--- src/design/tsp_pkg.sv ---
package tsp_pkg;

    // counter and frame geometry
    localparam int COUNT_WIDTH    = 16;
    localparam int CFG_WIDTH      = 16;
    localparam int CMP_WIDTH      = (COUNT_WIDTH > CFG_WIDTH) ? COUNT_WIDTH : CFG_WIDTH;
    localparam int POS_WIDTH      = 6;
    localparam int SEC_WIDTH      = 8;
    localparam int SAMPLE_WIDTH   = 8;
    localparam int LAST_POSITION  = 58;
    localparam int SYNC_SEC_ABOVE = 50;
    localparam int SYNC_SEC_BELOW = 63;

    // stream widths
    localparam int IN_DATA_WIDTH  = 16;
    localparam int OUT_DATA_WIDTH = 24;
    localparam int CFG_ADDR_WIDTH = 3;

    // register reset values
    localparam logic [CFG_WIDTH-1:0] DROPOUT_LIMIT_RST     = CFG_WIDTH'(10);
    localparam logic [CFG_WIDTH-1:0] ZERO_PULSE_MIN_RST    = CFG_WIDTH'(70);
    localparam logic [CFG_WIDTH-1:0] ONE_PULSE_MIN_RST     = CFG_WIDTH'(150);
    localparam logic [CFG_WIDTH-1:0] MINUTE_GAP_MIN_RST    = CFG_WIDTH'(1700);
    localparam logic [CFG_WIDTH-1:0] SIGNAL_LOSS_LIMIT_RST = CFG_WIDTH'(3000);

    typedef enum logic [CFG_ADDR_WIDTH-1:0] {
        REG_DROPOUT_LIMIT     = 3'd0,
        REG_ZERO_PULSE_MIN    = 3'd1,
        REG_ONE_PULSE_MIN     = 3'd2,
        REG_MINUTE_GAP_MIN    = 3'd3,
        REG_SIGNAL_LOSS_LIMIT = 3'd4
    } tsp_reg_idx_t;

    typedef logic [COUNT_WIDTH-1:0] tsp_count_t;

    // one decoded result, lowest field last in the struct
    typedef struct packed {
        logic [SEC_WIDTH-1:0] captured_seconds;
        logic                 clear_seconds;
        logic                 sync_request;
        logic                 minute_pending;
        logic                 signal_error;
        logic                 bit_value;
        logic [POS_WIDTH-1:0] bit_index;
        logic                 bit_write;
    } tsp_result_t;

    // saturating increment of a counter
    function automatic tsp_count_t sat_inc(input tsp_count_t v);
        tsp_count_t r;
        if (&v)
            r = v;
        else
            r = v + tsp_count_t'(1);
        return r;
    endfunction

    // counter >= register, compared at a common width
    function automatic logic cnt_ge(input tsp_count_t cnt, input logic [CFG_WIDTH-1:0] lim);
        logic r;
        r = (CMP_WIDTH'(cnt) >= CMP_WIDTH'(lim));
        return r;
    endfunction

endpackage

--- src/design/time_signal_pulse_decoder_core.sv ---
// Pulse-width decoder for a long-wave time-signal receiver. Each input transfer carries one
// receiver sample (any nonzero value is high) and the seconds count of the outside timer;
// each produces exactly one output transfer with the bit write (index and value), the
// no-signal error flag, the minute-pending flag, the one-sample sync and clear-seconds
// requests and the seconds count captured at the last minute start. A pulse ends after
// dropout_limit low samples and is sorted by length into a one, a zero or a glitch; the frame
// position advances in all three cases and wraps after position 58. Counters saturate. The
// block takes one sample per clock cycle unless the output stalls: the state update is a
// single pass of counter and compare logic into the state registers, and the result is held
// in an output register. A waiting result holds off the input; a new sample is taken in the
// same cycle that the waiting result leaves. Write configuration through cfg_wr_en/cfg_addr/
// cfg_wdata only while no transfer is in flight; the block does not enforce it.
module time_signal_pulse_decoder_core (
    input  logic                                  clk,
    input  logic                                  rst_n,
    // [7:0] sample_value, [15:8] seconds_count
    input  logic [tsp_pkg::IN_DATA_WIDTH-1:0]     s_tdata,
    input  logic                                  s_tvalid,
    output logic                                  s_tready,
    // [0] bit_write, [6:1] bit_index, [7] bit_value, [8] signal_error,
    // [9] minute_pending, [10] sync_request, [11] clear_seconds,
    // [19:12] captured_seconds, [23:20] zero
    output logic [tsp_pkg::OUT_DATA_WIDTH-1:0]    m_tdata,
    output logic                                  m_tvalid,
    input  logic                                  m_tready,
    input  logic                                  cfg_wr_en,
    input  logic [tsp_pkg::CFG_ADDR_WIDTH-1:0]    cfg_addr,
    input  logic [tsp_pkg::CFG_WIDTH-1:0]         cfg_wdata
);
    import tsp_pkg::*;

    // configuration registers
    logic [CFG_WIDTH-1:0] dropout_limit_reg;
    logic [CFG_WIDTH-1:0] zero_pulse_min_reg;
    logic [CFG_WIDTH-1:0] one_pulse_min_reg;
    logic [CFG_WIDTH-1:0] minute_gap_min_reg;
    logic [CFG_WIDTH-1:0] signal_loss_limit_reg;

    // decoder state
    logic                 pulse_active_reg, pulse_active_next;
    tsp_count_t           low_time_reg, low_time_next;
    tsp_count_t           pulse_length_reg, pulse_length_next;
    tsp_count_t           dropout_count_reg, dropout_count_next;
    logic                 error_flag_reg, error_flag_next;
    logic                 minute_flag_reg, minute_flag_next;
    logic [POS_WIDTH-1:0] frame_pos_reg, frame_pos_next;
    logic [SEC_WIDTH-1:0] seconds_capture_reg, seconds_capture_next;

    // output stage
    logic                 m_tvalid_reg;
    tsp_result_t          result_reg, result_next;

    logic                 in_xfer;
    logic                 sample_high;
    logic [SEC_WIDTH-1:0] secs;
    tsp_count_t           len_inc;
    tsp_count_t           drop_inc;
    tsp_count_t           low_inc;
    logic                 pulse_end;
    logic                 is_one;
    logic                 is_zero;
    logic                 minute_zero;
    logic                 sync_win;
    logic [POS_WIDTH-1:0] pos_adv;

    assign s_tready    = !m_tvalid_reg || m_tready;
    assign in_xfer     = s_tvalid && s_tready;
    assign m_tvalid    = m_tvalid_reg;
    assign m_tdata     = {(OUT_DATA_WIDTH - $bits(tsp_result_t))'(0), result_reg};

    assign sample_high = |s_tdata[SAMPLE_WIDTH-1:0];
    assign secs        = s_tdata[SAMPLE_WIDTH +: SEC_WIDTH];

    // counter increments and pulse classification
    assign len_inc     = sat_inc(pulse_length_reg);
    assign drop_inc    = sat_inc(dropout_count_reg);
    assign low_inc     = sat_inc(low_time_reg);
    assign pulse_end   = pulse_active_reg && !sample_high && cnt_ge(drop_inc, dropout_limit_reg);
    assign is_one      = cnt_ge(len_inc, one_pulse_min_reg);
    assign is_zero     = !is_one && cnt_ge(len_inc, zero_pulse_min_reg);
    assign minute_zero = pulse_end && is_zero && minute_flag_reg;
    assign sync_win    = (secs > SEC_WIDTH'(SYNC_SEC_ABOVE))
                         && (secs < SEC_WIDTH'(SYNC_SEC_BELOW));
    assign pos_adv     = (frame_pos_reg >= POS_WIDTH'(LAST_POSITION))
                         ? '0 : frame_pos_reg + POS_WIDTH'(1);

    // next state and result for the sample in flight
    always_comb
    begin
        pulse_active_next    = pulse_active_reg;
        low_time_next        = low_time_reg;
        pulse_length_next    = pulse_length_reg;
        dropout_count_next   = dropout_count_reg;
        error_flag_next      = error_flag_reg;
        minute_flag_next     = minute_flag_reg;
        frame_pos_next       = frame_pos_reg;
        seconds_capture_next = seconds_capture_reg;
        result_next          = '0;

        if (sample_high)
        begin
            error_flag_next = 1'b0;
            if (!pulse_active_reg)
            begin
                pulse_active_next = 1'b1;
                if (cnt_ge(low_time_reg, minute_gap_min_reg))
                begin
                    low_time_next    = '0;
                    frame_pos_next   = '0;
                    minute_flag_next = 1'b1;
                end
            end
            else
            begin
                pulse_length_next  = len_inc;
                dropout_count_next = '0;
            end
        end
        else if (!pulse_active_reg)
        begin
            low_time_next = low_inc;
            if (cnt_ge(low_inc, signal_loss_limit_reg))
                error_flag_next = 1'b1;
        end
        else if (pulse_end)
        begin
            if (is_one || is_zero)
            begin
                result_next.bit_write = 1'b1;
                result_next.bit_index = frame_pos_reg;
                result_next.bit_value = is_one;
                low_time_next         = '0;
            end
            if (minute_zero)
            begin
                minute_flag_next           = 1'b0;
                seconds_capture_next       = secs;
                result_next.sync_request   = sync_win;
                result_next.clear_seconds  = 1'b1;
                frame_pos_next             = POS_WIDTH'(1);
            end
            else
            begin
                frame_pos_next = pos_adv;
            end
            pulse_length_next  = '0;
            dropout_count_next = '0;
            pulse_active_next  = 1'b0;
        end
        else
        begin
            pulse_length_next  = len_inc;
            dropout_count_next = drop_inc;
        end

        result_next.signal_error     = error_flag_next;
        result_next.minute_pending   = minute_flag_next;
        result_next.captured_seconds = seconds_capture_next;
    end

    // configuration writes
    always_ff @(posedge clk or negedge rst_n)
    begin
        if (!rst_n)
        begin
            dropout_limit_reg     <= DROPOUT_LIMIT_RST;
            zero_pulse_min_reg    <= ZERO_PULSE_MIN_RST;
            one_pulse_min_reg     <= ONE_PULSE_MIN_RST;
            minute_gap_min_reg    <= MINUTE_GAP_MIN_RST;
            signal_loss_limit_reg <= SIGNAL_LOSS_LIMIT_RST;
        end
        else if (cfg_wr_en)
        begin
            case (cfg_addr)
                REG_DROPOUT_LIMIT:     dropout_limit_reg     <= cfg_wdata;
                REG_ZERO_PULSE_MIN:    zero_pulse_min_reg    <= cfg_wdata;
                REG_ONE_PULSE_MIN:     one_pulse_min_reg     <= cfg_wdata;
                REG_MINUTE_GAP_MIN:    minute_gap_min_reg    <= cfg_wdata;
                REG_SIGNAL_LOSS_LIMIT: signal_loss_limit_reg <= cfg_wdata;
                default:               ;
            endcase
        end
    end

    // state update on each input transfer
    always_ff @(posedge clk or negedge rst_n)
    begin
        if (!rst_n)
        begin
            pulse_active_reg    <= 1'b0;
            low_time_reg        <= '0;
            pulse_length_reg    <= '0;
            dropout_count_reg   <= '0;
            error_flag_reg      <= 1'b0;
            minute_flag_reg     <= 1'b0;
            frame_pos_reg       <= '0;
            seconds_capture_reg <= '0;
        end
        else if (in_xfer)
        begin
            pulse_active_reg    <= pulse_active_next;
            low_time_reg        <= low_time_next;
            pulse_length_reg    <= pulse_length_next;
            dropout_count_reg   <= dropout_count_next;
            error_flag_reg      <= error_flag_next;
            minute_flag_reg     <= minute_flag_next;
            frame_pos_reg       <= frame_pos_next;
            seconds_capture_reg <= seconds_capture_next;
        end
    end

    // output register valid
    always_ff @(posedge clk or negedge rst_n)
    begin
        if (!rst_n)
            m_tvalid_reg <= 1'b0;
        else if (in_xfer)
            m_tvalid_reg <= 1'b1;
        else if (m_tready)
            m_tvalid_reg <= 1'b0;
    end

    // output register payload
    always_ff @(posedge clk)
    begin
        if (in_xfer)
            result_reg <= result_next;
    end

    // frame position never runs past the last slot
    a_pos_range: assert property (@(posedge clk) disable iff (!rst_n)
        frame_pos_reg <= POS_WIDTH'(LAST_POSITION))
        else $error("frame position out of range");

    // counters are idle between pulses
    a_idle_counters: assert property (@(posedge clk) disable iff (!rst_n)
        !pulse_active_reg |-> (pulse_length_reg == '0) && (dropout_count_reg == '0))
        else $error("pulse counters not cleared outside a pulse");

    // clear request only with a written zero bit
    a_clear_zero: assert property (@(posedge clk) disable iff (!rst_n)
        (m_tvalid_reg && result_reg.clear_seconds) |->
            (result_reg.bit_write && !result_reg.bit_value && !result_reg.minute_pending))
        else $error("clear request without a zero bit");

    // sync request only together with a clear request
    a_sync_clear: assert property (@(posedge clk) disable iff (!rst_n)
        (m_tvalid_reg && result_reg.sync_request) |-> result_reg.clear_seconds)
        else $error("sync request without clear request");

    // a minute-marking zero moves the position to one
    a_minute_pos: assert property (@(posedge clk) disable iff (!rst_n)
        (in_xfer && minute_zero) |=> (frame_pos_reg == POS_WIDTH'(1)))
        else $error("position not restarted after minute start");

endmodule
--- config.mk ---
export PLATFORM = sky130hd
export DESIGN_NAME = time_signal_pulse_decoder_core
export DESIGN_NICKNAME = d
export VERILOG_FILES = /design/src/design/tsp_pkg.sv /design/src/design/time_signal_pulse_decoder_core.sv
export SDC_FILE = /design/constraint.sdc
export NUM_CORES = 1
export LEC_CHECK = 0
export BUFFER_PORTS_ARGS = -buffer_cell sky130_fd_sc_hd__buf_2
export CORE_AREA = 2 2 169 171
export CTS_BUF_LIST = sky130_fd_sc_hd__clkbuf_4
export DETAILED_ROUTE_END_ITERATION = 8
export DIE_AREA = 0 0 171 173
export SLEW_MARGIN = 20
export SYNTH_ARGS = -nofsm -noshare
export SYNTH_HDL_FRONTEND = slang
export SYNTH_SLANG_ARGS = --single-unit
export TNS_END_PERCENT = 20
--- constraint.sdc ---
create_clock -name clk -period 3.9 [get_ports clk]
set_input_delay 0.195 -clock clk [delete_from_list [all_inputs] [get_ports clk]]
set_output_delay 0.195 -clock clk [all_outputs]
set_load 0.02 [all_outputs]
# After elaboration in Yosys (flattened, before gate mapping)
# Index checks and enable logic that the tools add are counted.
# op_classes
eq_ne	8
reduce_logical	32
n_bitwise	4
n_addsub	4
mux	44
magnitude_cmp	8
# op_table
cell	n
16-bit two-way mux	17
16-bit greater-or-equal comparator	5
16-bit by 1-bit adder with 16-bit output, second input constant	3
16-bit AND reduction	3
6-bit two-way mux	7
8-bit two-way mux	4
11-bit OR reduction	2
1-bit two-way mux	15
2-bit AND reduction	6
5-bit AND reduction	2
10-bit OR reduction	1
8-bit by 6-bit > comparator with 1-bit output, second input constant	1
8-bit by 6-bit less-than comparator with 1-bit output, second input constant	1
2-bit nonzero test	4
8-bit OR reduction	1
1-bit logical AND	7
6-bit by 1-bit adder with 6-bit output, second input constant	1
3-bit by 2-bit == test with 1-bit output, second input constant	2
6-bit greater-or-equal comparator, second input constant	1
2-bit by 1-bit inequality test with 1-bit output, second input constant	3
1-bit NOT	4
3-bit by 1-bit == test with 1-bit output, second input constant	1
3-bit == test, second input constant	1
1-bit logical NOT	3
other kinds (4)	5
# totals
regBits	166
elab_cells	122

# Longest topological paths before layout
# logic_depth
depth_word	11
mapped_depth	18
ltp_nobuf	15

# Least setup slack after synthesis
# OpenSTA, ideal clock, no wires.
# synth_timing
path_kind	reg2reg
start	register dropout_count_reg[3]
end	register result_reg, in the netlist m_tdata[12] (data pin)
slack_ns	-0.086
setup_ns	0.260
arrival_time_ns	3.726
path_buffers	2
path_stages_with_launch	16
period_less_slack_ns	3.986
cell_sequence	dfrtp_1 > and3_1 > clkbuf_1 > nand4_1 > nor3_1 > nor2_1 > clkbuf_1 > nand3_1 > xnor2_1 > ha_1 > nand2_1 > or4_4 > o21ai_4 > nand4bb_4 > nor3_4 > mux2_2
# synth_lines
item	line	rtl
from (decl)	time_signal_pulse_decoder_core.sv:43	tsp_count_t dropout_count_reg, dropout_count_next;
from (signal assigned)	time_signal_pulse_decoder_core.sv:204	dropout_count_reg <= dropout_count_next;
to (signal assigned)	time_signal_pulse_decoder_core.sv:227	result_reg <= result_next;
to (decl)	time_signal_pulse_decoder_core.sv:51	tsp_result_t result_reg, result_next;

==> metrics <==
logic depth of the worst setup path including buffers 17; internal portion of total power 2.697 mW; Tcrit/Tclk final 100.2%; critical path endpoint category register; DIE AREA 0.02958 mm^2; start point of the critical path pulse_length_reg[1]$_DFFE_PN0P_; final worst clock skew 0.02734 ns; vertical extent of the die 173 um; CTS H-tree lvls 4; maximum VDD drop 0.0002324 V; clock latency on the worst-skew pair 0.60 ns; slowest stage cell, crit path or4_4; Routability Congestion 0.8367; total buffers and inverters traversed by the critical path 3; critical path required time 4.25 ns; wire length reported by the detailed router 25080 um; XOR/XNOR Fraction of Synth Area 2.817%; via count of the first global-routing pass 7502; adder-cell share of the synthesized area 11.29%; max cap viols 0; Layout Area Growth over Synthesis 23.54%; clock slew at the register clock pins of the worst setup and hold paths 0.16 ns; clock network fraction of total power 25.5%; Chip Width 171 um; clock root buffer clkbuf_4; Seq cells post-synth 166; number of sinks driven by the clock tree 166; effective utilization at floorplan 34.88%; first-pass iteration count of the detailed router 5; count of vias placed by the detailed router 7864; Leakage Power 5.452 nW; Worst path top cell family by delay simple AND/OR/NAND/NOR gates; number of synthesized flops with an enable pin 20; overall overflow remaining after global route 0; Core Rows 61; final setup violation count 1; kind of path behind the tightest hold check input port to register; Critical Path Max Stage Delay 0.56 ns; post-placement setup slack -0.09829 ns; number of I/O pins 66; minimum setup slack in the final design -0.006205 ns; Cells after Synth 998; number of antenna violations at the first check in global routing 1; TritonCTS clock tree done; post-synthesis simple-gate area fraction 14.96%; capture point of the worst reg-to-reg path m_tdata[17]$_DFFE_PP_; slack of the worst reg-to-reg path -0.006 ns; Psw 1.396 mW; Seq pwr share 50.4%; Cell Pwr Density 343.8 mW/mm^2; cells along the critical path ha_2, nand2_2, nor4_4, buf_4, nand4_4, nand2_2, nor2_2, xnor2_1, buf_4, ha_1, nand4_1, or4_4, o211ai_4, nand4bb_4, nor3_4, buf_12, mux2_4; global-route wire length before repair 39810 um; share of synthesized area occupied by flip-flops and latches 44.41%; hold violation count in the final report 0; Slew Limit Fails 0; fraction of layout instances using a drive strength above 1 25.73%; maximum clock frequency 256.0 MHz; flip-flop count of the largest register after layout 20; syn_area_per_cell 9.657 um^2; detail-routed via count per cell 5.090; Nets 1280; fraction of power consumed by combinational cells 24.2%; max_slew headroom 31.98%; post-synthesis compound-gate area fraction 16.51%; total DRC errors in the routed layout 0; RSZ-0062 raised after global routing yes; routed length per placed instance 16.23 um; port buffer count 61; distinct cell type count of the synthesized netlist 69; post-layout total power 4.094 mW; startpoint type of the worst setup path register; share of cell area taken by muxes after synthesis 4.544%; startpoint of the worst register-to-register path pulse_length_reg[1]$_DFFE_PN0P_; final antenna-violating net count 0; largest buffer count on any clock path 2; CP Max Fanout 10; switching share of power 34.11%; Synth async-reset ratio 87.95%; data arrival at the endpoint of the critical path 4.26 ns; Std-Cell Core Area 0.02763 mm^2; violated checks setup timing; critical path capture point m_tdata[17]$_DFFE_PP_; run status finished, violations left; Worst-Margin Slew 1.020 ns; dominant combinational cell family by area after synthesis compound AO/OA/AOI/OAI gates; TritonCTS Buffers 17; netlist area before placement 0.009638 mm^2; worst-case reg-to-reg path depth 17; clock period minus worst slack 3.906 ns; half-perimeter wire length after detailed placement 17630 um; All-Layer GR Usage 17.13%; number of design-rule violations left by the first detailed-router iteration 562; CP Class register to register; largest net degree at the start of global routing 112; synthesis warning total 0; primary flip-flop cell chosen by synthesis mapping dfrtp_1
## timing repair
item | in CTS | in global routing
endpoints found under the setup margin | 39 | 71
resized for setup | 11 | 69
pin swaps | 6 | 16
hold endpoints to repair | 184 | 0
buffers inserted | 1 | 13
hold buffers | 27 | 0
## final cells by class
class                           instances  area [um^2]
Tap cell                              378        473.0
Clock inverter                         15        160.2
Inverter                               97        364.1
Fill cell                            2709        15720
Clock buffer                           17        127.6
Antenna cell                            1        2.502
Multi-Input combinational cell        702         5250
Timing Repair Buffer                  169         1249
Sequential cell                       166         4280
## cell families after synthesis
kind of cell / after synthesis
AND/OR/NAND/NOR: 292
AO/OA/AOI/OAI: 249
flip-flops: 166
buffers and inverters: 133
adder cells (fa/ha/maj): 87
multiplexers: 39
XOR/XNOR: 31
other: 1
## metrics by stage
step                      cell area (um^2)  cells  hold slack (ns)    TNS, ns  util, %
final                                11910   1545           0.1459  -0.006205    43.09
after CTS                            11450   1531           0.1105  -0.007174    41.45
after detailed placement             10820   1471           0.4154     -1.769    39.15
after floorplan                       9656   1001          -0.1006          0        -
after global placement               10820   1471           0.4076     -1.718    39.15
after global routing                 11910   1545           0.1387     -3.159    43.09
## cell usage in the layout (no fill, tap or decap), types with 20 or more instances in the layout
master / synthesis / final
buf_2: 4 / 60
ha_1: 87 / 81
nand3_1: 33 / 31
a21oi_1: 41 / 34
a22o_1: 24 / 24
o21ai_0: 100 / 96
dlygate4sd3_1: 0 / 27
edfxtp_1: 20 / 20
dfrtp_1: 125 / 125
dfstp_2: 21 / 21
xnor2_1: 23 / 20
mux2_2: 38 / 22
inv_1: 95 / 94
nand2_1: 129 / 127
buf_4: 4 / 73
nor2_1: 42 / 39
## synthesized netlist by cell type, types with 2 or more instances
library cell    n  share of area (%)
nand2_1       129                5.0
dfrtp_1       125                 32
o21ai_0       100                5.2
inv_1          95                3.7
ha_1           87                 11
nor2_1         42                1.6
a21oi_1        41                2.1
mux2_2         38                4.4
nand3_1        33                1.7
clkbuf_1       26                1.0
a22o_1         24                2.2
xnor2_1        23                2.1
dfstp_2        21                5.7
edfxtp_1       20                6.2
a31oi_1        16                1.0
o31ai_1        15                1.2
nand4_1        13               0.84
nor3_1         12               0.62
and3_1         10               0.65
nor2b_1        10               0.65
xor2_1          8               0.73
a21o_1          7               0.55
and2_1          6               0.39
nand2b_1        6               0.39
a2111oi_0       5               0.45
a211oi_1        4               0.31
a41oi_1         4               0.36
and4_1          4               0.36
buf_2           4               0.21
buf_4           4               0.31
o211ai_1        4               0.31
o21a_1          4               0.31
or3_1           4               0.26
or4_1           4               0.31
a211o_1         3               0.27
a22oi_1         3               0.23
a31o_2          3               0.27
nor4_1          3               0.19
a211oi_2        2               0.26
a2bb2oi_1       2               0.18
clkinv_1        2              0.078
nor3_4          2               0.34
nor3b_1         2               0.16
o2111ai_1       2               0.18
o211ai_2        2               0.26
## power groups by stage
stage / Sequential, mW / Clock [mW] / Combinational (mW)
global placement: 2.09 / 0 / 0.871
finish: 2.06 / 1.04 / 0.989
floorplan: 2.10 / 0 / 0.565
detailed placement: 2.09 / 0 / 0.893
CTS: 2.06 / 1.08 / 0.937
global route: 2.09 / 1.14 / 1.12
## worst min path at each step
stage / from / endpoint / slack [ns] / cells after the start
after floorplan: rst_n / dropout_count_reg[0]$_DFFE_PN0P_ / -0.10 / 0
after global placement: s_tvalid / m_tvalid$_DFFE_PN0P_ / 0.41 / 2
after detailed placement: s_tvalid / m_tvalid$_DFFE_PN0P_ / 0.42 / 2
after CTS: cfg_addr[0] / signal_loss_limit_reg[8]$_DFFE_PN1P_ / 0.11 / 5
after global routing: cfg_addr[0] / one_pulse_min_reg[3]$_DFFE_PN0P_ / 0.14 / 4
final: cfg_addr[0] / one_pulse_min_reg[7]$_DFFE_PN1P_ / 0.15 / 4
## worst min-delay path: cells and delay by family
family          cells  cell delay [ns]
simple gates        2             0.33
compound gates      1             0.07
buf+inv             1             0.13
## metal layers
layer | track usage [%] | routed length [um]
met3 | 3.044 | 756
met2 | 27.60 | 11990
met1 | 23.67 | 11930
met5 | 0 | 0
met4 | 4.590 | 399
(Power assumes the default switching activity.)
